`src/rtl/kmu_pkg.sv`:
```
// ----------------------------------------------------------------------------
// kmu_pkg
// Types, key positions and layout tables shared by the key matrix scanner.
// ----------------------------------------------------------------------------
package kmu_pkg;

  localparam int unsigned NUM_COLS = 8;
  localparam int unsigned NUM_ROWS = 8;

  // Key positions as {row, mirrored column}
  localparam logic [5:0] POS_LEFT_SHIFT  = 6'o70;
  localparam logic [5:0] POS_RIGHT_SHIFT = 6'o56;
  localparam logic [5:0] POS_CODE        = 6'o72;

  typedef struct packed {
    logic [2:0] row_index;
    logic [7:0] return_levels;
  } in_t;

  typedef struct packed {
    logic [7:0] out_byte;
    logic       last;
  } out_t;

  typedef struct packed {
    logic ls;
    logic rs;
    logic code;
  } mod_t;

  // What one column lane found in the sample
  typedef struct packed {
    logic        changed;
    logic        now;
    logic        is_ls;
    logic        is_rs;
    logic        is_code;
    logic [15:0] code_e;
    logic [15:0] shift_e;
    logic [15:0] plain_e;
    logic [7:0]  fixed_e;
  } lane_info_t;

  // Bytes a column contributes, in order
  typedef struct packed {
    logic [1:0] cnt;
    logic [7:0] b0;
    logic [7:0] b1;
  } slot_t;

  // Layer entries: zero is no key, above 8'hFF is a two-byte sequence
  function automatic logic [15:0] code_entry(input logic [5:0] pos);
    logic [15:0] e;
    case (pos)
      6'o05: e = 16'h005C;
      6'o26: e = 16'h007E;
      6'o65: e = 16'h003E;
      6'o75: e = 16'h003C;
      6'o66: e = 16'hC2B5;
      6'o34: e = 16'h007C;
      6'o55: e = 16'h0023;
      6'o45: e = 16'h0027;
      6'o25: e = 16'hC2B2;
      6'o35: e = 16'hC2B3;
      6'o03: e = 16'h007B;
      6'o14: e = 16'h005B;
      6'o04: e = 16'h005D;
      6'o15: e = 16'h007D;
      default: e = 16'h0000;
    endcase
    return e;
  endfunction

  // Letters share positions between the shifted and plain layers
  function automatic logic [7:0] letter(input logic [5:0] pos);
    logic [7:0] l;
    case (pos)
      6'o50: l = 8'h41;
      6'o63: l = 8'h42;
      6'o62: l = 8'h43;
      6'o41: l = 8'h44;
      6'o31: l = 8'h45;
      6'o52: l = 8'h46;
      6'o42: l = 8'h47;
      6'o53: l = 8'h48;
      6'o24: l = 8'h49;
      6'o43: l = 8'h4A;
      6'o54: l = 8'h4B;
      6'o44: l = 8'h4C;
      6'o64: l = 8'h4D;
      6'o74: l = 8'h4E;
      6'o34: l = 8'h4F;
      6'o25: l = 8'h50;
      6'o30: l = 8'h51;
      6'o22: l = 8'h52;
      6'o51: l = 8'h53;
      6'o32: l = 8'h54;
      6'o33: l = 8'h55;
      6'o73: l = 8'h56;
      6'o21: l = 8'h57;
      6'o61: l = 8'h58;
      6'o60: l = 8'h59;
      6'o23: l = 8'h5A;
      default: l = 8'h00;
    endcase
    return l;
  endfunction

  function automatic logic [15:0] shift_entry(input logic [5:0] pos);
    logic [15:0] e;
    case (pos)
      6'o00: e = 16'h0021;
      6'o11: e = 16'h0022;
      6'o01: e = 16'hC2A7;
      6'o12: e = 16'h0024;
      6'o02: e = 16'h0025;
      6'o13: e = 16'h0026;
      6'o03: e = 16'h002F;
      6'o14: e = 16'h0028;
      6'o04: e = 16'h0029;
      6'o15: e = 16'h003D;
      6'o05: e = 16'h003F;
      6'o26: e = 16'h002A;
      6'o16: e = 16'h0060;
      6'o65: e = 16'h003A;
      6'o75: e = 16'h003B;
      6'o66: e = 16'h005F;
      6'o55: e = 16'hC396;
      6'o45: e = 16'hC384;
      6'o35: e = 16'hC39C;
      default: e = {8'h00, letter(pos)};
    endcase
    return e;
  endfunction

  function automatic logic [15:0] plain_entry(input logic [5:0] pos);
    logic [15:0] e;
    logic [7:0]  l;
    l = letter(pos);
    case (pos)
      6'o00: e = 16'h0031;
      6'o11: e = 16'h0032;
      6'o01: e = 16'h0033;
      6'o12: e = 16'h0034;
      6'o02: e = 16'h0035;
      6'o13: e = 16'h0036;
      6'o03: e = 16'h0037;
      6'o14: e = 16'h0038;
      6'o04: e = 16'h0039;
      6'o15: e = 16'h0030;
      6'o05: e = 16'hC39F;
      6'o16: e = 16'hC2B4;
      6'o26: e = 16'h002B;
      6'o65: e = 16'h002E;
      6'o75: e = 16'h002C;
      6'o66: e = 16'h002D;
      6'o55: e = 16'hC3B6;
      6'o45: e = 16'hC3A4;
      6'o35: e = 16'hC3BC;
      // lower case is upper case plus 0x20
      default: e = (l == 8'h00) ? 16'h0000 : {8'h00, l | 8'h20};
    endcase
    return e;
  endfunction

  // enter, backspace, space, tab
  function automatic logic [7:0] fixed_entry(input logic [5:0] pos);
    logic [7:0] e;
    case (pos)
      6'o57: e = 8'h0D;
      6'o17: e = 8'h08;
      6'o76: e = 8'h20;
      6'o20: e = 8'h09;
      default: e = 8'h00;
    endcase
    return e;
  endfunction

endpackage

```
`src/rtl/kmu_lane.sv`:
```
// ----------------------------------------------------------------------------
// kmu_lane
// One return column: change detection, modifier decode and layout lookups.
// ----------------------------------------------------------------------------
module kmu_lane (
  input  logic [2:0]          row,
  input  logic [2:0]          col,
  input  logic                now,
  input  logic                was,
  output kmu_pkg::lane_info_t info
);

  logic [5:0] pos;

  // return lines are wired mirrored
  assign pos = {row, ~col};

  always_comb begin
    info.changed = now ^ was;
    info.now     = now;
    info.is_ls   = (pos == kmu_pkg::POS_LEFT_SHIFT);
    info.is_rs   = (pos == kmu_pkg::POS_RIGHT_SHIFT);
    info.is_code = (pos == kmu_pkg::POS_CODE);
    info.code_e  = kmu_pkg::code_entry(pos);
    info.shift_e = kmu_pkg::shift_entry(pos);
    info.plain_e = kmu_pkg::plain_entry(pos);
    info.fixed_e = kmu_pkg::fixed_entry(pos);
  end

endmodule

```
`config.mk`:
```
export PLATFORM = sky130hd
export DESIGN_NAME = kmu_lane
export DESIGN_NICKNAME = d
export VERILOG_FILES = /design/src/rtl/kmu_pkg.sv /design/src/rtl/kmu_lane.sv
export SDC_FILE = /design/constraint.sdc
export NUM_CORES = 1
export LEC_CHECK = 0
export BUFFER_PORTS_ARGS = -buffer_cell sky130_fd_sc_hd__buf_2
export CORE_MARGIN = 5
export CORE_UTILIZATION = 40
export DETAILED_ROUTE_END_ITERATION = 16
export PLACE_DENSITY = 0.77
export SLEW_MARGIN = 20
export SYNTH_ARGS = -nofsm -noshare
export SYNTH_HDL_FRONTEND = slang
export SYNTH_SLANG_ARGS = --single-unit
```
`constraint.sdc`:
```
create_clock -name vclk -period 7.2
set_input_delay 1.08 -clock vclk [all_inputs]
set_output_delay 1.08 -clock vclk [all_outputs]
set_load 0.01 [all_outputs]
```
# --- After elaboration in Yosys (flattened, before gate mapping) ---
# Memories as Yosys holds them, arrays and structs flattened.
# Cells that the tools add are included.
# Widths: inputs -> output; s select.
word_totals:
  ff_bits: 0
  latchBits: 0
  mem_bits_rw: 0
  mem_bits_ro: 1472
  input_bits: 8
  out_inout_bits: 61
  elab_cells: 36
  mem_count: 3
memory_table:
  columns: ["name", "words", "width", "rd", "rd_clocked_by_memory_dff", "wr", "line_no", "rtl"]
  rows:
  - ["(no name shown)", 64, 11, 1, 0, 0, "kmu_pkg.sv:54", "case (pos)"]
  - ["(no name shown)", 64, 6, 1, 0, 0, "kmu_pkg.sv:77", "case (pos)"]
  - ["(no name shown)", 64, 6, 1, 0, 0, "kmu_pkg.sv:77", null]
classes:
  addsub: 0
  n_mul: 0
  n_div: 0
  n_lt_le_gt_ge: 0
  eq_ne: 25
  n_shift: 0
  muxes: 4
  bitwise_logic: 2
  reduce_logical: 2
op_table:
  columns: ["op", "n"]
  rows:
  - ["$pmux 16 s19", 2]
  - ["$eq 6x6->1 const B", 10]
  - ["$eq 6x4->1 const B", 7]
  - ["$pmux 6 s4", 1]
  - ["$eq 6x5->1 const B", 3]
  - ["$eq 6x2->1 const B", 2]
  - ["$eq 6x3->1 const B", 2]
  - ["$logic_not 8->1", 1]
  - ["$mux 8", 1]
  - ["$eq 6x1->1 const B", 1]
  - ["$logic_not 6->1", 1]
  - ["$not 3->3", 1]
  - ["$xor 1x1->1", 1]

# --- Depth between registers and ports, before layout ---
# An unclocked memory read counts as a cell.
depth:
  word_depth: 5
  depth_mapped: 9
  depth_no_buf: 7

# --- Least setup slack after synthesis ---
# OpenSTA, ideal clock, no wires.
synth_path:
  path_kind: "in2out"
  from: "in col[1]"
  to: "out info[13] in the netlist's numbering"
  arrival_time_ps: 3117
  required_time_ps: 6120
  setup_slack_ps: 3003
  stages: 9
  path_buffers: 2
  cell_sequence: "clkbuf_1 -> inv_1 -> ha_1 -> buf_2 -> or3b_1 -> a21oi_2 -> o211ai_2 -> a211o_1 -> o32a_1"
synth_rtl:
  columns: ["element", "line_no", "rtl"]
  rows:
  - ["from (decl)", "kmu_lane.sv:7", "input logic [2:0] col,"]
  - ["to (decl)", "kmu_lane.sv:10", "output kmu_pkg::lane_info_t info"]

==> results.json <==
{
  "p_leak_nw": 0.778,
  "ys_warn_count": 0,
  "setup_viol": 0,
  "hold_start": "now",
  "holdBufCountCts": 0,
  "vias": 1994,
  "ys_types": 59,
  "drc": 0,
  "dr.pass1.iters": 6,
  "max_slew_margin_pct": 45.8,
  "tightest_slew_ns": 0.810,
  "p_per_area_nw_per_um2": 71.3,
  "hp-class": "in2out",
  "die_w_um": 73.1,
  "track_usage_pct": 19.6,
  "place_hpwl_um": 4030,
  "regArea_um2": 0,
  "placementRows": 23,
  "grt_pass1_wl_um": 8510,
  "maxCapViolCount": 0,
  "nClkBuffers": 0,
  "hold_ws_ns": 2.37,
  "grt_pass1_vias": 1634,
  "grt.overflow.total": 0,
  "fin_crit_ns": 4.56,
  "layout_commonest_cell": "buf_2",
  "worstPathRequired_ns": 6.12,
  "initialDrtViolationCount": 297,
  "grt_antenna_before_repair": 0,
  "vdd_drop_max_v": 0.0000516,
  "num_antenna_cells": 0,
  "final_cell_mix": "buf_2 (52), a21oi_1 (23), nand2_1 (22)",
  "wire_per_inst_um": 17.4,
  "clock.fmax_mhz": 219,
  "hold_path_depth": 2,
  "vias_per_cell": 6.25,
  "rsz0062_at_grt": "no",
  "status": "finished, final reports clean",
  "synth_top_area_share_pct": 12.7,
  "end_kind": "output port",
  "initial_core_util_pct": 40.6,
  "ios": 69,
  "layout.nets": 286,
  "arrival_ns": 3.48,
  "drive_gt1_share_pct": 21.6,
  "syn_area_per_cell_um2": 6.34,
  "core_um2": 3910,
  "drt-total-wl_um": 5550,
  "ys_seq_area_share_pct": 0,
  "drtAntennaViolNets": 0,
  "seq_cell_count": 0,
  "syn_to_final_growth_pct": 4.56,
  "post_cts_buffers": 0,
  "synth_largest_area_cell": "buf_4",
  "startpoint_type": "input port",
  "nFillCells": 449,
  "grt_max_degree": 48,
  "fin_crit_sh_pct": 63.4,
  "gp_routability_congestion": 0.997,
  "synth_area_leaders": "buf_4 (13%), a21oi_1 (7.2%), mux2i_1 (5.7%)",
  "die_area_um2": 5340,
  "fin_util_pct": 42.5,
  "finalSetupTns_ns": 0,
  "cp-startpoint": "col[1]",
  "post_cts_resized": 0,
  "finalHoldViolations": 0,
  "die_y_um": 73.1,
  "slew_violations": 0,
  "syn_area_um2": 1590,
  "min_to": "info[59]",
  "crit_fanout": 14,
  "portBuffers": 52,
  "synth_cells": 251,
  "path_class": "in2out"
}
-- per-layer routing --
layer	track usage, %	wire length (um)
met4	3.48	119
met1	29.4	2150
met2	29.9	2490
met3	2.34	794
met5	0	0
-- cell usage after synthesis, drive strengths merged, types with 7 or more instances --
library cell and number:
ha 7, mux2i 9, buf 41, o21ai 18, nand3 7, a21oi 24, nor2 15, nor2b 7
nand2 22, clkbuf 9, nand2b 13
-- kinds of logic after synthesis --
logic type / count (synthesis) / share of synthesized area, %
adder cells (fa/ha/maj): 7 / 5.51
AND/OR/NAND/NOR: 89 / 29.6
buffers and inverters: 57 / 21.2
other: 1 / 0.236
AO/OA/AOI/OAI: 87 / 37.3
multiplexers: 9 / 5.67
XOR/XNOR: 1 / 0.551
-- where the power goes --
group / leakage [nW] / internal [mW] / total (mW) / switching, mW
logic: 0.778 / 0.0415 / 0.118 / 0.0770
clock network: 0 / 0 / 0 / 0
registers: 0 / 0 / 0 / 0
total: 0.778 / 0.0415 / 0.118 / 0.0770
-- worst max path at each step --
stage / to / slack [ns] / depth (start not counted)
global placement: info[13] / 2.74 / 9
floorplan: info[13] / 3.00 / 9
global route: info[13] / 2.50 / 7
detailed placement: info[13] / 2.70 / 9
CTS: info[13] / 2.69 / 9
finish: info[13] / 2.64 / 9
-- layout make-up --
class / instances / area [um^2] / share of cell area (%)
inverters: 7 / 26.3 / 1.58
multi-input cells: 210 / 1310 / 79.0
well taps: 50 / 62.6 / 3.76
repair buffers: 52 / 260 / 15.7
-- critical path: stages --
cell	delay, ns
buf_2	0.22
inv_1	0.14
ha_1	0.39
or3b_1	0.45
a21oi_2	0.16
o211ai_2	0.20
a211o_1	0.34
o32a_1	0.36
buf_2	0.14
-- through the flow --
stage	power (mW)	std cells	setup WS, ns	cell area (um^2)
3_5_place_dp	0.115	319	2.70	1660
5_1_grt	0.128	319	2.50	1660
2_1_floorplan	0.0906	267	3.00	1650
3_3_place_gp	0.115	319	2.74	1660
6_report	0.118	319	2.64	1660
4_1_cts	0.115	319	2.69	1660
No activity file was read; power rests on OpenSTA's default activity.
