===== config.mk =====
export PLATFORM = sky130hd
export DESIGN_NAME = kmu_emit
export DESIGN_NICKNAME = d
export VERILOG_FILES = /design/src/rtl/kmu_pkg.sv /design/src/rtl/kmu_emit.sv
export SDC_FILE = /design/constraint.sdc
export NUM_CORES = 1
export LEC_CHECK = 0
export BUFFER_PORTS_ARGS = -buffer_cell sky130_fd_sc_hd__buf_2
export CORE_MARGIN = 5
export CORE_UTILIZATION = 57
export CTS_CLUSTER_SIZE = 30
export DETAILED_ROUTE_END_ITERATION = 6
export PLACE_DENSITY = 0.81
export SLEW_MARGIN = 20
export SYNTH_ARGS = -nofsm -noshare
export SYNTH_HDL_FRONTEND = slang
export SYNTH_SLANG_ARGS = --single-unit

===== constraint.sdc =====
create_clock -name clk -period 5.35 [get_ports clk]
set_input_delay 0.2675 -clock clk [delete_from_list [all_inputs] [get_ports clk]]
set_output_delay 0.2675 -clock clk [all_outputs]
set_load 0.02 [all_outputs]

===== src/rtl/kmu_pkg.sv =====
// ----------------------------------------------------------------------------
// kmu_pkg
// Types, key positions and layout tables shared by the key matrix scanner.
// ----------------------------------------------------------------------------
package kmu_pkg;

  localparam int unsigned NUM_COLS = 8;
  localparam int unsigned NUM_ROWS = 8;

  // Key positions as {row, mirrored column}
  localparam logic [5:0] POS_LEFT_SHIFT  = 6'o70;
  localparam logic [5:0] POS_RIGHT_SHIFT = 6'o56;
  localparam logic [5:0] POS_CODE        = 6'o72;

  typedef struct packed {
    logic [2:0] row_index;
    logic [7:0] return_levels;
  } in_t;

  typedef struct packed {
    logic [7:0] out_byte;
    logic       last;
  } out_t;

  typedef struct packed {
    logic ls;
    logic rs;
    logic code;
  } mod_t;

  // What one column lane found in the sample
  typedef struct packed {
    logic        changed;
    logic        now;
    logic        is_ls;
    logic        is_rs;
    logic        is_code;
    logic [15:0] code_e;
    logic [15:0] shift_e;
    logic [15:0] plain_e;
    logic [7:0]  fixed_e;
  } lane_info_t;

  // Bytes a column contributes, in order
  typedef struct packed {
    logic [1:0] cnt;
    logic [7:0] b0;
    logic [7:0] b1;
  } slot_t;

  // Layer entries: zero is no key, above 8'hFF is a two-byte sequence
  function automatic logic [15:0] code_entry(input logic [5:0] pos);
    logic [15:0] e;
    case (pos)
      6'o05: e = 16'h005C;
      6'o26: e = 16'h007E;
      6'o65: e = 16'h003E;
      6'o75: e = 16'h003C;
      6'o66: e = 16'hC2B5;
      6'o34: e = 16'h007C;
      6'o55: e = 16'h0023;
      6'o45: e = 16'h0027;
      6'o25: e = 16'hC2B2;
      6'o35: e = 16'hC2B3;
      6'o03: e = 16'h007B;
      6'o14: e = 16'h005B;
      6'o04: e = 16'h005D;
      6'o15: e = 16'h007D;
      default: e = 16'h0000;
    endcase
    return e;
  endfunction

  // Letters share positions between the shifted and plain layers
  function automatic logic [7:0] letter(input logic [5:0] pos);
    logic [7:0] l;
    case (pos)
      6'o50: l = 8'h41;
      6'o63: l = 8'h42;
      6'o62: l = 8'h43;
      6'o41: l = 8'h44;
      6'o31: l = 8'h45;
      6'o52: l = 8'h46;
      6'o42: l = 8'h47;
      6'o53: l = 8'h48;
      6'o24: l = 8'h49;
      6'o43: l = 8'h4A;
      6'o54: l = 8'h4B;
      6'o44: l = 8'h4C;
      6'o64: l = 8'h4D;
      6'o74: l = 8'h4E;
      6'o34: l = 8'h4F;
      6'o25: l = 8'h50;
      6'o30: l = 8'h51;
      6'o22: l = 8'h52;
      6'o51: l = 8'h53;
      6'o32: l = 8'h54;
      6'o33: l = 8'h55;
      6'o73: l = 8'h56;
      6'o21: l = 8'h57;
      6'o61: l = 8'h58;
      6'o60: l = 8'h59;
      6'o23: l = 8'h5A;
      default: l = 8'h00;
    endcase
    return l;
  endfunction

  function automatic logic [15:0] shift_entry(input logic [5:0] pos);
    logic [15:0] e;
    case (pos)
      6'o00: e = 16'h0021;
      6'o11: e = 16'h0022;
      6'o01: e = 16'hC2A7;
      6'o12: e = 16'h0024;
      6'o02: e = 16'h0025;
      6'o13: e = 16'h0026;
      6'o03: e = 16'h002F;
      6'o14: e = 16'h0028;
      6'o04: e = 16'h0029;
      6'o15: e = 16'h003D;
      6'o05: e = 16'h003F;
      6'o26: e = 16'h002A;
      6'o16: e = 16'h0060;
      6'o65: e = 16'h003A;
      6'o75: e = 16'h003B;
      6'o66: e = 16'h005F;
      6'o55: e = 16'hC396;
      6'o45: e = 16'hC384;
      6'o35: e = 16'hC39C;
      default: e = {8'h00, letter(pos)};
    endcase
    return e;
  endfunction

  function automatic logic [15:0] plain_entry(input logic [5:0] pos);
    logic [15:0] e;
    logic [7:0]  l;
    l = letter(pos);
    case (pos)
      6'o00: e = 16'h0031;
      6'o11: e = 16'h0032;
      6'o01: e = 16'h0033;
      6'o12: e = 16'h0034;
      6'o02: e = 16'h0035;
      6'o13: e = 16'h0036;
      6'o03: e = 16'h0037;
      6'o14: e = 16'h0038;
      6'o04: e = 16'h0039;
      6'o15: e = 16'h0030;
      6'o05: e = 16'hC39F;
      6'o16: e = 16'hC2B4;
      6'o26: e = 16'h002B;
      6'o65: e = 16'h002E;
      6'o75: e = 16'h002C;
      6'o66: e = 16'h002D;
      6'o55: e = 16'hC3B6;
      6'o45: e = 16'hC3A4;
      6'o35: e = 16'hC3BC;
      // lower case is upper case plus 0x20
      default: e = (l == 8'h00) ? 16'h0000 : {8'h00, l | 8'h20};
    endcase
    return e;
  endfunction

  // enter, backspace, space, tab
  function automatic logic [7:0] fixed_entry(input logic [5:0] pos);
    logic [7:0] e;
    case (pos)
      6'o57: e = 8'h0D;
      6'o17: e = 8'h08;
      6'o76: e = 8'h20;
      6'o20: e = 8'h09;
      default: e = 8'h00;
    endcase
    return e;
  endfunction

endpackage


===== src/rtl/kmu_emit.sv =====
// ----------------------------------------------------------------------------
// kmu_emit
// Holds the column slots of one sample and sends their bytes one
// transaction at a time, lowest column first.
// ----------------------------------------------------------------------------
module kmu_emit (
  input  logic                                    clk,
  input  logic                                    rst_n,
  input  logic                                    load,
  input  kmu_pkg::slot_t [kmu_pkg::NUM_COLS-1:0]  slots,
  output logic                                    busy,
  output logic                                    out_valid,
  input  logic                                    out_ready,
  output kmu_pkg::out_t                           out_data
);

  kmu_pkg::slot_t [kmu_pkg::NUM_COLS-1:0] slots_r;
  logic [kmu_pkg::NUM_COLS-1:0]           mask_r, mask_nxt;
  logic                                   second_r, second_nxt;
  logic [kmu_pkg::NUM_COLS-1:0]           load_mask;
  logic [kmu_pkg::NUM_COLS-1:0]           cur_bit;
  logic [2:0]                             idx;
  logic                                   lane_done;
  kmu_pkg::slot_t                         cur;

  always_comb begin
    idx = '0;
    for (int i = kmu_pkg::NUM_COLS - 1; i >= 0; i--) begin
      if (mask_r[i]) idx = 3'(i);
    end
    for (int i = 0; i < kmu_pkg::NUM_COLS; i++) begin
      load_mask[i] = (slots[i].cnt != 2'd0);
    end
  end

  assign cur       = slots_r[idx];
  assign cur_bit   = kmu_pkg::NUM_COLS'(1) << idx;
  assign lane_done = second_r || (cur.cnt == 2'd1);
  assign busy      = |mask_r;
  assign out_valid = busy;

  always_comb begin
    out_data.out_byte = second_r ? cur.b1 : cur.b0;
    out_data.last     = lane_done && ((mask_r & ~cur_bit) == '0);
  end

  always_comb begin
    mask_nxt   = mask_r;
    second_nxt = second_r;
    if (load) begin
      mask_nxt   = load_mask;
      second_nxt = 1'b0;
    end else if (out_valid && out_ready) begin
      if (lane_done) begin
        mask_nxt   = mask_r & ~cur_bit;
        second_nxt = 1'b0;
      end else begin
        second_nxt = 1'b1;
      end
    end
  end

  always_ff @(posedge clk) begin
    if (!rst_n) begin
      mask_r   <= '0;
      second_r <= 1'b0;
    end else begin
      mask_r   <= mask_nxt;
      second_r <= second_nxt;
    end
  end

  always_ff @(posedge clk) begin
    if (load) begin
      slots_r <= slots;
    end
  end

`ifndef SYNTH
  a_load_when_empty: assert property (@(posedge clk) disable iff (!rst_n)
    load |-> (mask_r == '0))
    else $error("sample loaded while bytes still pending");

  a_second_needs_pair: assert property (@(posedge clk) disable iff (!rst_n)
    (out_valid && second_r) |-> (cur.cnt == 2'd2))
    else $error("second byte sent from a single-byte column");

  a_last_single_lane: assert property (@(posedge clk) disable iff (!rst_n)
    (out_valid && out_data.last) |-> ($countones(mask_r) == 1))
    else $error("last flagged with further columns pending");

  a_idle_after_last: assert property (@(posedge clk) disable iff (!rst_n)
    (out_valid && out_ready && out_data.last) |=> !out_valid)
    else $error("bytes continue after the last transaction");
`endif

endmodule


# Word level (Yosys, flattened, before mapping)
# Index checks and enable logic that the tools add are counted.
# op_classes
n_reduce_logical	17
n_shift	1
n_div	0
bitwise_logic	3
multipliers	0
n_lt_le_gt_ge	1
addsub	0
mux	15
eq_ne	1
# op_table
cell	count
18-bit binary-select mux with 3-bit select	1
8-bit 2-to-1 mux	4
3-bit 2-to-1 mux	8
2-bit nonzero test	10
18-bit 2-to-1 mux	1
8-bit bitwise AND	1
8-bit logical NOT	1
8-bit NOT	1
8-bit OR reduction	1
1-bit by 3-bit left shift with 8-bit output (first input constant)	1
3-bit by 4-bit < comparator with 1-bit output (second input constant)	1
2-bit by 1-bit equality test with 1-bit output (second input constant)	1
1-bit logical AND	2
2-bit AND reduction	1
2-bit OR reduction	1
1-bit logical OR	1
1-bit 2-to-1 mux	1
1-bit NOT	1
# word_totals
latch_bits	0
romBits	0
reg_bits	153
out_inout_bits	11
memories	0
ramBits	0

# Longest topological paths before layout
# logic_depth
word_depth	15
mapped_depth	9
ltp_nobuf	6

# Worst setup path before layout
# No wires, ideal clock.
# synth_timing
path_kind	register -> output
from	register mask_r[2] in the netlist's numbering
to	output port out_data[2] in the netlist's numbering
t_arrival_ns	2.138
path_slack_ns	2.944
path_stages_with_launch	9
required_ns	5.083
path_cell_list	dfxtp_1 > buf_6 > or4b_4 > a21oi_4 > buf_2 > a221oi_1 > o21ai_0 > nand2_1 > o21ai_0
# synth_rtl
element	line_no	rtl
from (decl)	kmu_emit.sv:18	logic [kmu_pkg::NUM_COLS-1:0] mask_r, mask_nxt;
from (signal assigned)	kmu_emit.sv:68	mask_r <= mask_nxt;
to (decl)	kmu_emit.sv:14	output kmu_pkg::out_t out_data

==> impl_metrics.json <==
{
  "yosys_register_bits": 153,
  "fin_crit_ns": 4.01,
  "track_usage_pct": 32.0,
  "die-area_um2": 13000,
  "syn_area_per_cell_um2": 14.8,
  "grt_pass1_vias": 5466,
  "whs_path_depth": 3,
  "slew-limit-headroom_pct": 26.8,
  "cp-startpoint": "mask_r[3]$_SDFFE_PN0P_",
  "critPathKind": "flop to primary output",
  "grt_overflow_total": 0,
  "syn_inst": 417,
  "drt_iter0_drc": 569,
  "setup_viol": 0,
  "grt_pass1_wl_um": 30400,
  "final_hold_viol_count": 0,
  "r2r_slack_ns": 2.20,
  "yosysUniqueCellTypes": 40,
  "drc_errors": 0,
  "whs_endpoint": "mask_r[0]$_SDFFE_PN0P_",
  "portBuffers": 158,
  "cp.required_ns": 5.08,
  "numCtsBuffers": 17,
  "ios": 159,
  "area_growth_pct": 47.4,
  "hp-class": "primary input to flop",
  "vias": 5171,
  "diodes": 0,
  "cts_tree": "yes",
  "dpl_worst_slack_ns": 1.98,
  "grt_max_degree": 102,
  "power_density_nw_per_um2": 360,
  "vdd_drop_max_uv": 240,
  "die_w_um": 114,
  "die_h_um": 114,
  "ant_nets": 0,
  "dr.pass1.iters": 6,
  "drive_gt1_share_pct": 27.7,
  "r2r_start": "mask_r[3]$_SDFFE_PN0P_",
  "leakagePower_nw": 3.50,
  "initial_core_util_pct": 57.5,
  "vias_per_cell": 5.96,
  "min_from": "rst_n",
  "yosysSeqAreaShare_pct": 72.9,
  "worstMarginPinSlew_ns": 1.10,
  "reg2reg_to": "mask_r[3]$_SDFFE_PN0P_",
  "critPathLaunchType": "flop",
  "timing.setup.tns_ns": 0,
  "cts-htree-levels": 4,
  "r2r_cells": 7,
  "ys.flop_type": "edfxtp_1",
  "clock-skew-final_ns": 0.00349,
  "layout.nets": 864,
  "path_clk_slew_ns": 0.06,
  "fillers": 540,
  "routedWlPerCell_um": 23.6,
  "cts_root_buf": "clkbuf_8",
  "core-area_um2": 10700,
  "cp_max_fo": 18,
  "synth-warning-count": 0,
  "gp_congestion": 0.866,
  "rsz0062_at_grt": "no",
  "cp.arrival_ns": 3.74,
  "rows": 38,
  "synth_nets": 565,
  "fmax_mhz": 250,
  "run_status": "finished, final reports clean",
  "cts.sinks": 153,
  "worstSetupEndpointType": "primary output",
  "synth_edf_count": 144,
  "antenna_found_initial": 0,
  "async_flop_share_pct": 0,
  "setup_ws_ns": 1.34,
  "syn_area_um2": 6180,
  "finalWirelength_um": 20500,
  "period_share_pct": 74.9,
  "maxCapViolCount": 0,
  "slew_viol_final": 0,
  "clockBufferDepth": 2,
  "clock_latency_ns": 0.53,
  "hpwl_um": 10400
}
-- worst max-delay path by stage --
stage             endpoint  slack (ns)  cells after the start
6_report       out_data[7]        1.34                      9
5_1_grt        out_data[7]        1.18                      9
4_1_cts        out_data[0]        1.42                      8
3_5_place_dp   out_data[0]        1.98                      8
3_3_place_gp   out_data[0]        2.10                      8
2_1_floorplan  out_data[2]        2.94                      8
-- critical path, stage by stage, from the launching register on --
cell and delay, ns:
dfxtp_1 0.50, inv_1 0.15, a221oi_4 0.68, buf_4 0.43, buf_4 0.36, mux2i_1 0.15, o22ai_1 0.16, a21oi_1 0.09
o21ai_0 0.40, buf_2 0.26
-- per-stage QoR --
stage / util (%) / total power, W / hold slack (ns) / std cells / cell area, um^2
floorplan: - / 0.00175 / 0.366 / 417 / 6180
global placement: 65.7 / 0.00193 / 0.444 / 693 / 7060
detailed placement: 65.8 / 0.00194 / 0.446 / 693 / 7070
CTS: 84.7 / 0.00322 / 0.0532 / 868 / 9100
global route: 84.7 / 0.00338 / 0.0911 / 868 / 9100
finish: 84.7 / 0.00328 / 0.0897 / 868 / 9100
-- sequential cells by signal, indices dropped and copies added (netlist names) --
register	flops
second_r	1
slots_r	144
mask_r	8
-- cell families (layout without fill, tap and decap cells) --
group,count (synthesis),after routing,synth area share (%)
DFF,153,153,72.9
AOI/OAI and AO/OA,121,121,13.1
and+or+nand+nor,77,77,5.65
muxes,36,36,5.94
buffers and inverters,29,340,2.23
adders and majority gates,1,1,0.162
-- cells in the mapped netlist (all sizes together) (2+ instances only) --
cell type,number,area [um^2]
a21oi,38,201
nand2b,4,25.0
buf,10,66.3
nand2,31,116
edfxtp,144,4320
o21ai,28,140
clkbuf,16,60.1
nand3,6,30.0
or3,2,12.5
o32ai,3,26.3
nor2b,2,12.5
nor4,2,18.8
o221ai,8,87.6
dfxtp,9,180
mux2i,31,310
a221o,3,30.0
a31oi,3,18.8
o22ai,13,81.3
nor3,5,25.0
a222oi,2,20.0
mux2,5,56.3
nor2,22,82.6
a221oi,15,138
inv,3,11.3
o211ai,4,30.0
-- cell usage in the layout (no fill, tap or decap), types with 6 or more instances in the layout --
master         count
buf_2            157
nand3_1            6
o221ai_1           7
dlygate4sd3_1    144
nor2_1            21
o22ai_1           13
a221oi_1          14
nand2_1           29
edfxtp_1         144
mux2i_1           31
dfxtp_1            9
a21oi_1           37
clkbuf_16         16
o21ai_0           24
-- power by group --
part	leakage [nW]	internal, W	total [W]	switching, W
Clock	0.288	0.000752	0.00124	0.000484
Sequential	1.48	0.00142	0.00147	0.0000512
Combinational	1.73	0.000243	0.000571	0.000328
Total	3.50	0.00241	0.00328	0.000864
-- cell type report --
type                    instances  area [um^2]  share of cell area (%)
multi-input cells             235         1550                    17.1
clock buffers                  18          418                    4.59
clock inverters                13          175                    1.92
inverters                       3         11.3                   0.124
well taps                     140          175                    1.92
flip-flops and latches        153         4500                    49.5
repair buffers                306         2270                    24.9
-- routing by layer --
metal	GRT usage [%]	vias up	share of wire [%]
met2	58.3	329	54
met5	0	-	0
li1	-	2255	-
met3	7.35	72	6.9
met1	34.7	2515	35
met4	16.0	0	4.7
-- timing repair --
item	CTS	global route
setup endpoints to repair	0	0
setup buffers	0	0
hold buffers	144	0
hold endpoints to repair	144	0
gates resized for setup	0	0
No activity file was read; power rests on OpenSTA's default activity.
