**config.mk**
```make
export PLATFORM = sky130hd
export DESIGN_NAME = kmu_merge
export DESIGN_NICKNAME = d
export VERILOG_FILES = /design/src/rtl/kmu_pkg.sv /design/src/rtl/kmu_merge.sv
export SDC_FILE = /design/constraint.sdc
export NUM_CORES = 1
export LEC_CHECK = 0
export BUFFER_PORTS_ARGS = -buffer_cell sky130_fd_sc_hd__buf_2
export CAP_MARGIN = 25
export CORE_AREA = 3 3 246 248
export DETAILED_ROUTE_END_ITERATION = 8
export DIE_AREA = 0 0 249 251
export GPL_TIMING_DRIVEN = 0
export PLACE_DENSITY_LB_ADDON = 0.15
export SLEW_MARGIN = 10
export SYNTH_ARGS = -nofsm -noshare
export SYNTH_HDL_FRONTEND = slang
export SYNTH_SLANG_ARGS = --single-unit
```
**constraint.sdc**
```tcl
create_clock -name vclk -period 5.49
set_input_delay 0.2745 -clock vclk [all_inputs]
set_output_delay 0.2745 -clock vclk [all_outputs]
set_load 0.05 [all_outputs]
```
**src/rtl/kmu_pkg.sv**
```systemverilog
// ----------------------------------------------------------------------------
// kmu_pkg
// Types, key positions and layout tables shared by the key matrix scanner.
// ----------------------------------------------------------------------------
package kmu_pkg;

  localparam int unsigned NUM_COLS = 8;
  localparam int unsigned NUM_ROWS = 8;

  // Key positions as {row, mirrored column}
  localparam logic [5:0] POS_LEFT_SHIFT  = 6'o70;
  localparam logic [5:0] POS_RIGHT_SHIFT = 6'o56;
  localparam logic [5:0] POS_CODE        = 6'o72;

  typedef struct packed {
    logic [2:0] row_index;
    logic [7:0] return_levels;
  } in_t;

  typedef struct packed {
    logic [7:0] out_byte;
    logic       last;
  } out_t;

  typedef struct packed {
    logic ls;
    logic rs;
    logic code;
  } mod_t;

  // What one column lane found in the sample
  typedef struct packed {
    logic        changed;
    logic        now;
    logic        is_ls;
    logic        is_rs;
    logic        is_code;
    logic [15:0] code_e;
    logic [15:0] shift_e;
    logic [15:0] plain_e;
    logic [7:0]  fixed_e;
  } lane_info_t;

  // Bytes a column contributes, in order
  typedef struct packed {
    logic [1:0] cnt;
    logic [7:0] b0;
    logic [7:0] b1;
  } slot_t;

  // Layer entries: zero is no key, above 8'hFF is a two-byte sequence
  function automatic logic [15:0] code_entry(input logic [5:0] pos);
    logic [15:0] e;
    case (pos)
      6'o05: e = 16'h005C;
      6'o26: e = 16'h007E;
      6'o65: e = 16'h003E;
      6'o75: e = 16'h003C;
      6'o66: e = 16'hC2B5;
      6'o34: e = 16'h007C;
      6'o55: e = 16'h0023;
      6'o45: e = 16'h0027;
      6'o25: e = 16'hC2B2;
      6'o35: e = 16'hC2B3;
      6'o03: e = 16'h007B;
      6'o14: e = 16'h005B;
      6'o04: e = 16'h005D;
      6'o15: e = 16'h007D;
      default: e = 16'h0000;
    endcase
    return e;
  endfunction

  // Letters share positions between the shifted and plain layers
  function automatic logic [7:0] letter(input logic [5:0] pos);
    logic [7:0] l;
    case (pos)
      6'o50: l = 8'h41;
      6'o63: l = 8'h42;
      6'o62: l = 8'h43;
      6'o41: l = 8'h44;
      6'o31: l = 8'h45;
      6'o52: l = 8'h46;
      6'o42: l = 8'h47;
      6'o53: l = 8'h48;
      6'o24: l = 8'h49;
      6'o43: l = 8'h4A;
      6'o54: l = 8'h4B;
      6'o44: l = 8'h4C;
      6'o64: l = 8'h4D;
      6'o74: l = 8'h4E;
      6'o34: l = 8'h4F;
      6'o25: l = 8'h50;
      6'o30: l = 8'h51;
      6'o22: l = 8'h52;
      6'o51: l = 8'h53;
      6'o32: l = 8'h54;
      6'o33: l = 8'h55;
      6'o73: l = 8'h56;
      6'o21: l = 8'h57;
      6'o61: l = 8'h58;
      6'o60: l = 8'h59;
      6'o23: l = 8'h5A;
      default: l = 8'h00;
    endcase
    return l;
  endfunction

  function automatic logic [15:0] shift_entry(input logic [5:0] pos);
    logic [15:0] e;
    case (pos)
      6'o00: e = 16'h0021;
      6'o11: e = 16'h0022;
      6'o01: e = 16'hC2A7;
      6'o12: e = 16'h0024;
      6'o02: e = 16'h0025;
      6'o13: e = 16'h0026;
      6'o03: e = 16'h002F;
      6'o14: e = 16'h0028;
      6'o04: e = 16'h0029;
      6'o15: e = 16'h003D;
      6'o05: e = 16'h003F;
      6'o26: e = 16'h002A;
      6'o16: e = 16'h0060;
      6'o65: e = 16'h003A;
      6'o75: e = 16'h003B;
      6'o66: e = 16'h005F;
      6'o55: e = 16'hC396;
      6'o45: e = 16'hC384;
      6'o35: e = 16'hC39C;
      default: e = {8'h00, letter(pos)};
    endcase
    return e;
  endfunction

  function automatic logic [15:0] plain_entry(input logic [5:0] pos);
    logic [15:0] e;
    logic [7:0]  l;
    l = letter(pos);
    case (pos)
      6'o00: e = 16'h0031;
      6'o11: e = 16'h0032;
      6'o01: e = 16'h0033;
      6'o12: e = 16'h0034;
      6'o02: e = 16'h0035;
      6'o13: e = 16'h0036;
      6'o03: e = 16'h0037;
      6'o14: e = 16'h0038;
      6'o04: e = 16'h0039;
      6'o15: e = 16'h0030;
      6'o05: e = 16'hC39F;
      6'o16: e = 16'hC2B4;
      6'o26: e = 16'h002B;
      6'o65: e = 16'h002E;
      6'o75: e = 16'h002C;
      6'o66: e = 16'h002D;
      6'o55: e = 16'hC3B6;
      6'o45: e = 16'hC3A4;
      6'o35: e = 16'hC3BC;
      // lower case is upper case plus 0x20
      default: e = (l == 8'h00) ? 16'h0000 : {8'h00, l | 8'h20};
    endcase
    return e;
  endfunction

  // enter, backspace, space, tab
  function automatic logic [7:0] fixed_entry(input logic [5:0] pos);
    logic [7:0] e;
    case (pos)
      6'o57: e = 8'h0D;
      6'o17: e = 8'h08;
      6'o76: e = 8'h20;
      6'o20: e = 8'h09;
      default: e = 8'h00;
    endcase
    return e;
  endfunction

endpackage

```
**src/rtl/kmu_merge.sv**
```systemverilog
// ----------------------------------------------------------------------------
// kmu_merge
// Walks the lanes in column order, tracks modifiers and forms each
// column's byte slot.
// ----------------------------------------------------------------------------
module kmu_merge (
  input  kmu_pkg::lane_info_t [kmu_pkg::NUM_COLS-1:0] lanes,
  input  kmu_pkg::mod_t                               mod_in,
  output kmu_pkg::slot_t      [kmu_pkg::NUM_COLS-1:0] slots,
  output kmu_pkg::mod_t                               mod_out
);

  always_comb begin
    kmu_pkg::mod_t m;
    logic [15:0]   e;
    logic [7:0]    f;
    m = mod_in;
    for (int c = 0; c < kmu_pkg::NUM_COLS; c++) begin
      e        = '0;
      f        = '0;
      slots[c] = '0;
      if (lanes[c].changed) begin
        if (!lanes[c].now) begin
          if (lanes[c].is_ls)   m.ls   = 1'b0;
          if (lanes[c].is_rs)   m.rs   = 1'b0;
          if (lanes[c].is_code) m.code = 1'b0;
        end else begin
          if (lanes[c].is_ls)   m.ls   = 1'b1;
          if (lanes[c].is_rs)   m.rs   = 1'b1;
          if (lanes[c].is_code) m.code = 1'b1;
          if (m.code)
            e = lanes[c].code_e;
          else if (m.ls || m.rs)
            e = lanes[c].shift_e;
          else
            e = lanes[c].plain_e;
          f = lanes[c].fixed_e;
          // no position has both a two-byte entry and a fixed key
          if (e[15:8] != 8'h00) begin
            slots[c].cnt = 2'd2;
            slots[c].b0  = e[15:8];
            slots[c].b1  = e[7:0];
          end else if (e[7:0] != 8'h00) begin
            slots[c].b0  = e[7:0];
            slots[c].b1  = f;
            slots[c].cnt = (f != 8'h00) ? 2'd2 : 2'd1;
          end else if (f != 8'h00) begin
            slots[c].b0  = f;
            slots[c].cnt = 2'd1;
          end
        end
      end
    end
    mod_out = m;
  end

endmodule

```
# Yosys cells after proc, flatten, opt, wreduce, memory -nomap -nowiden
# Cells that the tools add are included.
[word_totals]
mem_bits_ro = 0
out_inout_bits = 147
word_cells = 232
ram_bits = 0
latch_bits = 0
n_memories = 0
register_bits = 0
[op_classes]
n_div = 0
n_mul = 0
mux = 200
reduce_logical = 32
bitwise_logic = 0
shifts = 0
eq_ne = 0
n_lt_le_gt_ge = 0
add_sub_neg = 0
[ops]
columns = ["op", "count"]
rows = [
  ["$mux 16", 32],
  ["$mux 18", 24],
  ["$reduce_bool 8->1", 24],
  ["$mux 1", 96],
  ["$mux 10", 8],
  ["$mux 9", 8],
  ["$mux 8", 8],
  ["$mux 3", 16],
  ["$mux 2", 8],
  ["$logic_or 1x1->1", 8],
]

# Longest topological paths before layout
# Gate-level depths: netlist of the first run.
[logic_depth]
word_depth = 48
ltp_mapped = 16
ltp_nobuf = 12

# Least setup slack after synthesis of the first run
# No wires, ideal clock.
[synth_path]
path_type = "input-to-output"
start = "in lanes[182] (netlist bit)"
end = "out slots[80] (netlist bit)"
arrival_time_ns = 4.048
stages = 10
slack_ns = 1.167
n_path_buf = 1
path_cell_list = "buf_2 nand2_1 mux2i_1 o22ai_1 a211oi_4 mux2_2 mux2i_1 nor2b_1 nand2_1 o41ai_1"
[synth_rtl]
columns = ["item", "line_no", "rtl"]
rows = [
  ["from (decl)", "kmu_merge.sv:7", "input kmu_pkg::lane_info_t [kmu_pkg::NUM_COLS-1:0] lanes,"],
  ["to (decl)", "kmu_merge.sv:9", "output kmu_pkg::slot_t [kmu_pkg::NUM_COLS-1:0] slots,"],
]

==> summary.txt, run 1 <==
Final layout
  • Area of the multi-input gates: 6730 sq um
  • Final #Nets: 2281
  • Number of flip-flops and latches: 0
  • Share of layout cells above drive strength 1: 42.0%
  • Synth-to-layout area growth: 58.0%
  • Fill cell count: 6873
  • Clkbuf count: 0
  • FF/Latch Area: 0 sq um

Route
  • Drt total wl: 54900 microns
  • First-pass DRT Iterations: 5
  • DR WL/cell: 21.3 microns
  • Initial DRC Count: 640
  • Vias/cell: 4.68
  • DRC Markers: 0
  • Metal2 WL: 28100 microns
  • Routed via count: 12000
  • M1 WL: 23000 microns
  • Metal3 WL: 2880 microns
  • Top sig layer: met5
  • Post-DRT Antenna Nets: 0

Logic synthesis
  • Largest area contributor in the netlist: mux2i_1
  • Top-count cell post-synth: nor2_1
  • Syn nets: 1643
  • Top-area cell type share of the netlist area: 12.3%
  • Post-synthesis sequential area ratio: 0%
  • Yosys Warn Count: 0
  • Area contributors post-synth: mux2i_1, nor2_1, nand2_1, o21ai_0, mux2_2
  • Post-synth top cells: nor2_1, nand2_1, mux2i_1, o21ai_0, a21oi_1
  • Distinct cells, synth: 82
  • Syn Inst Count: 1144
  • Cell Area, Synth: 7250 sq um
  • Syn Area/Cell: 6.34 sq um

CTS
  • Post_cts resized: 0
  • Hold bufs inserted after CTS: 0
  • Postcts setup bufs: 0

Floorplan
  • Die height: 251 microns
  • IO Pins: 638
  • Core Rows: 89
  • Initial Util: 12.4%
  • Width of the die: 249 microns
  • Core outline area: 58700 sq um
  • DIE AREA: 62500 sq um

Run status
  • Status: completed

Critical path
  • Crit Path Class: primary input to output pin
  • Critical path arrival: 4860 ps
  • Critical path startpoint category: primary input
  • Crit path buffers/inverters: 3
  • Crit path largest cell delay: 830 ps
  • CP Capture Type: output pin
  • Crit-path slowest cell: a2111oi_4
  • Most frequent CP cell: buf_2
  • CP top delay family: simple AND/OR/NAND/NOR gates
  • Critical path peak fanout: 10
  • Required time worst endpoint: 5220 ps
  • Critical-path cell list: buf_2 > nor2_1 > o21ai_0 > a2111oi_4 > buf_2 > mux2_2 > mux2i_1 > nand4_1 > nor4_4 > nand2_1 > o32ai_1 > buf_2

Placed design
  • I/O Buffers: 634
  • Post-DP HPWL: 48900 microns
  • Placer Congestion: 0.929

Min path
  • Worst hold path type: primary input to output pin
  • Hold path start: lanes[60]
  • Worst Hold Endpoint: slots[16]
  • Hold Path Stages: 4

STA
  • Fraction of the cycle the final worst path needs: 93.4%
  • Slew @ Worst Pin: 979 ps
  • Setup repair after global routing missed its margin: no
  • Final hold vios: 0
  • Max-slew violation count: 0
  • F_max: 195 MHz
  • Hold Slack: 986 ps
  • Final Critical Period: 5130 ps
  • Slew headroom: 34.2%
  • Final setup fails: 0
  • Setup TNS: 0 ps

Job
  • Max Cap Viol: 0

Power and ir drop
  • Leak: 5.22 nW
  • Worst vdd ir: 0.0314 mV
  • Pwr/cell area: 103 nW/um^2

Global route
  • Gr ovfl total: 0
  • Vias in the first global route: 12000
  • Initial antenna violation count: 27
  • Largest net degree at the start of global routing: 11
  • Total GRT Usage: 16.0%
  • First-pass GRT wire length: 77600 microns
[cells by family (layout without fill, tap and decap cells)]
kind of cell,count (synthesis),count (layout),synth area share (%)
AOI/OAI and AO/OA,433,433,41.6
adders and majority gates,8,8,1.38
buffers and inverters,119,755,7.21
muxes,127,127,18.2
other,0,19,0
and+or+nand+nor,457,457,31.6
[area by class of cell]
type / instances / area share, %
antenna: 19 / 0.415
timing repair buffer: 636 / 27.8
inverter: 42 / 1.38
tap: 773 / 8.44
buffer: 77 / 3.19
multi-input combinational: 1025 / 58.7
[per-stage QoR]
step / total power [mW] / worst slack [ps] / instance area, sq um / utilization (%) / cells
final: 1.18 / 360 / 11500 / 19.5 / 2572
after detailed placement: 1.17 / 351 / 11400 / 19.4 / 2551
after CTS: 1.18 / 333 / 11400 / 19.4 / 2551
after global placement: 1.18 / 416 / 11400 / 19.4 / 2551
after floorplan: 0.694 / 1170 / 7250 / - / 1144
after global routing: 1.27 / 5.96 / 11400 / 19.5 / 2567
[placed cells by master (no fill, tap or decap), types with 8 or more instances in the layout]
cell type	netlist	routed
and2_1	18	18
a21oi_1	76	76
nand4_1	21	21
ha_1	8	8
a22oi_1	19	19
clkbuf_1	41	41
a211oi_1	21	21
a21o_1	12	12
and3_1	10	10
inv_1	40	40
o21a_1	21	21
nand3_1	48	48
o21ai_0	86	86
diode_2	0	19
nor4_1	35	35
or4_1	8	8
nor2_1	132	132
nand2_1	115	115
a31oi_1	46	46
o32ai_1	11	11
o211ai_1	14	14
nor3_1	19	19
a22o_1	21	21
mux2i_1	89	89
o22ai_1	20	20
buf_2	27	661
mux2_2	37	37
o31ai_1	16	16
[where the power goes]
| part | switching [mW] | internal, mW | total, mW |
|---|---|---|---|
| clock | 0 | 0.000000368 | 0.000000368 |
| combinational | 0.782 | 0.394 | 1.18 |
| sequential | 0 | 0 | 0 |
| total | 0.782 | 0.394 | 1.18 |
[per-layer routing]
metal | global-route usage, % | up-vias
li1 | - | 5758
met1 | 19.8 | 5773
met2 | 29.4 | 443
met3 | 2.46 | 62
met4 | 3.20 | 8
met5 | 0 | -
[how the worst max path moves through the flow]
stage / startpoint / end / slack [ps] / cells after the start
finish: lanes[118] / slots[38] / 360 / 12
detailed placement: lanes[118] / slots[38] / 350 / 12
global placement: lanes[118] / slots[38] / 420 / 12
floorplan: lanes[182] / slots[80] / 1170 / 10
CTS: lanes[118] / slots[38] / 330 / 12
global route: lanes[118] / slots[38] / 6 / 12
No activity file was read; power rests on OpenSTA's default activity.
==> run 2, diff against run 1 <==
--- a/config.mk
+++ b/config.mk
@@ -11,7 +11,7 @@
 export DETAILED_ROUTE_END_ITERATION = 8
 export DIE_AREA = 0 0 249 251
 export GPL_TIMING_DRIVEN = 0
-export PLACE_DENSITY_LB_ADDON = 0.15
+export PLACE_DENSITY = 0.38
 export SLEW_MARGIN = 10
 export SYNTH_ARGS = -nofsm -noshare
 export SYNTH_HDL_FRONTEND = slang
==> summary.txt, run 2 (synthesized netlist as in run 1, its figures left out) <==
Run status
  • Status: completed

Floorplan
  • DIE AREA: 62500 sq um (unchanged)
  • Initial Util: 12.4% (unchanged)
  • Die height: 251 microns (unchanged)
  • Width of the die: 249 microns (unchanged)
  • IO Pins: 638 (unchanged)
  • Core Rows: 89 (unchanged)
  • Core outline area: 58700 sq um (unchanged)

Power and ir drop
  • Reg power frac: 0% (unchanged)
  • Combinational power share: 100.0% (about the same)
  • Clock Power Share: 0% (unchanged)
  • Leak: 5.21 nW (about the same)
  • NetSw: 0.785 mW (+0.37%)
  • Worst vdd ir: 0.0347 mV (+11%)
  • Tot Pwr: 1.18 mW (+0.18%)
  • Pwr/cell area: 103 nW/um^2 (+0.49%)
  • Switch share: 66.6% (+0.13 points)
  • Int Power: 0.393 mW (-0.21%)

STA
  • Slew @ Worst Pin: 1060 ps (+86.0 ps)
  • F_max: 195 MHz (about the same)
  • Slew headroom: 28.7% (-5.5 points)
  • Setup TNS: 0 ps (unchanged)
  • Fraction of the cycle the final worst path needs: 93.5% (about the same)
  • Setup repair after global routing missed its margin: no
  • Final hold vios: 0 (unchanged)
  • Max-slew violation count: 0 (unchanged)
  • Final setup fails: 0 (unchanged)
  • Final Critical Period: 5130 ps (+3.67 ps)

Global route
  • Total GRT Usage: 16.1% (+0.085 points)
  • Gr ovfl total: 0 (unchanged)
  • Vias in the first global route: 12200 (+1.9%)
  • First-pass GRT wire length: 78700 microns (+1.4%)
  • Largest net degree at the start of global routing: 11 (unchanged)
  • Initial antenna violation count: 19 (-30%)

CTS
  • Post_cts resized: 0 (unchanged)
  • Postcts setup bufs: 0 (unchanged)
  • Hold bufs inserted after CTS: 0 (unchanged)

Route
  • DRC Markers: 0 (unchanged)
  • Initial DRC Count: 830 (+30%)
  • Drt total wl: 55000 microns (+0.21%)
  • DR WL/cell: 21.5 microns (+0.64%)
  • First-pass DRT Iterations: 7 (+2)
  • Vias/cell: 4.75 (+1.4%)
  • Post-DRT Antenna Nets: 0 (unchanged)
  • Routed via count: 12200 (+0.99%)

Critical path
  • Required time worst endpoint: 5220 ps (about the same)
  • Crit Path Class: primary input to output pin
  • Critical path startpoint category: primary input
  • CP Capture Type: output pin
  • Critical path peak fanout: 10 (unchanged)
  • Critical path arrival: 4860 ps (about the same)

Final layout
  • Share of layout cells above drive strength 1: 41.9% (about the same)
  • FF/Latch Area: 0 sq um (unchanged)
  • Final instance area: 11400 sq um (-0.31%)
  • Commonest non-fill, non-tap cell in the layout: buf_2
  • Fill cell count: 6879 (+0.087%)
  • Final #Nets: 2280 (-0.044%)
  • Area of the multi-input gates: 6730 sq um (unchanged)
  • Number of flip-flops and latches: 0 (unchanged)
  • Synth-to-layout area growth: 57.5%
  • Final core utilization: 19.5% (-0.060 points)
  • Clkbuf count: 0 (unchanged)
  • Commonest cells after routing, fill and taps aside: buf_2, nor2_1, nand2_1

Min path
  • Worst hold path type: primary input to output pin
  • Hold Path Stages: 4 (unchanged)
  • Worst Hold Endpoint: slots[16]
  • Hold path start: lanes[60]

Placed design
  • Post-DP HPWL: 48700 microns (-0.44%)
  • DP Area: 11400 sq um (unchanged)
  • I/O Buffers: 634 (unchanged)
  • Placer Congestion: 0.929 (about the same)

Job
  • Max Cap Viol: 0 (unchanged)
run 2: changes by cell type in the layout (fill, tap and decap cells not counted):
cell and delta:
buf_2 +1, diode_2 -10, clkbuf_4 -2
run 2: per-stage QoR:
| stage | std cells | hold WS (ps) | worst slack [ps] |
|---|---|---|---|
| floorplan | 1144 | 779 | 1170 |
| global placement | 2551 | 981 | 313 |
| detailed placement | 2551 | 981 | 391 |
| CTS | 2551 | 981 | 376 |
| global route | 2561 | 991 | 79.4 |
| finish | 2561 | 975 | 356 |
run 2: area by class of cell:
cell class	instances	area share, %
inverters	42	1.38
multi-input cells	1025	58.9
diodes	9	0.197
plain buffers	77	3.20
well taps	773	8.47
repair buffers	635	27.8
run 2: layer usage:
metal	vias to the layer above	part of all wire, %	global-route usage, %
li1	5733	-	-
met2	553	49	28.6
met4	8	1.5	2.50
met5	-	0.10	0
met1	5811	43	20.9
met3	58	6.2	2.64
run 2: how the worst max path moves through the flow:
| stage | from | end | slack [ps] | cells after the start |
|---|---|---|---|---|
| floorplan | lanes[182] | slots[80] | 1170 | 10 |
| global route | lanes[59] | slots[36] | 80 | 12 |
| detailed placement | mod_in[1] | slots[36] | 390 | 12 |
| CTS | lanes[118] | slots[36] | 380 | 12 |
| finish | mod_in[1] | slots[36] | 360 | 12 |
| global placement | lanes[118] | slots[36] | 310 | 12 |
run 2: power by group through the flow:
stage                     Sequential (mW)  Combinational [mW]    Clock, mW
after global placement                  0                1.17            0
after CTS                               0                1.18            0
after floorplan                         0               0.694            0
after global routing                    0                1.27  0.000000220
final                                   0                1.18  0.000000220
after detailed placement                0                1.17            0
run 2: worst max-delay path, stage by stage:
cell       delay (ps)
buf_2             110
a21bo_2           230
nand4_1           400
a2111oi_4         900
buf_2             400
mux2_2            380
mux2i_1           400
nand4_1           250
nor4_4            590
nand2_1           330
o32ai_1           240
buf_2             350
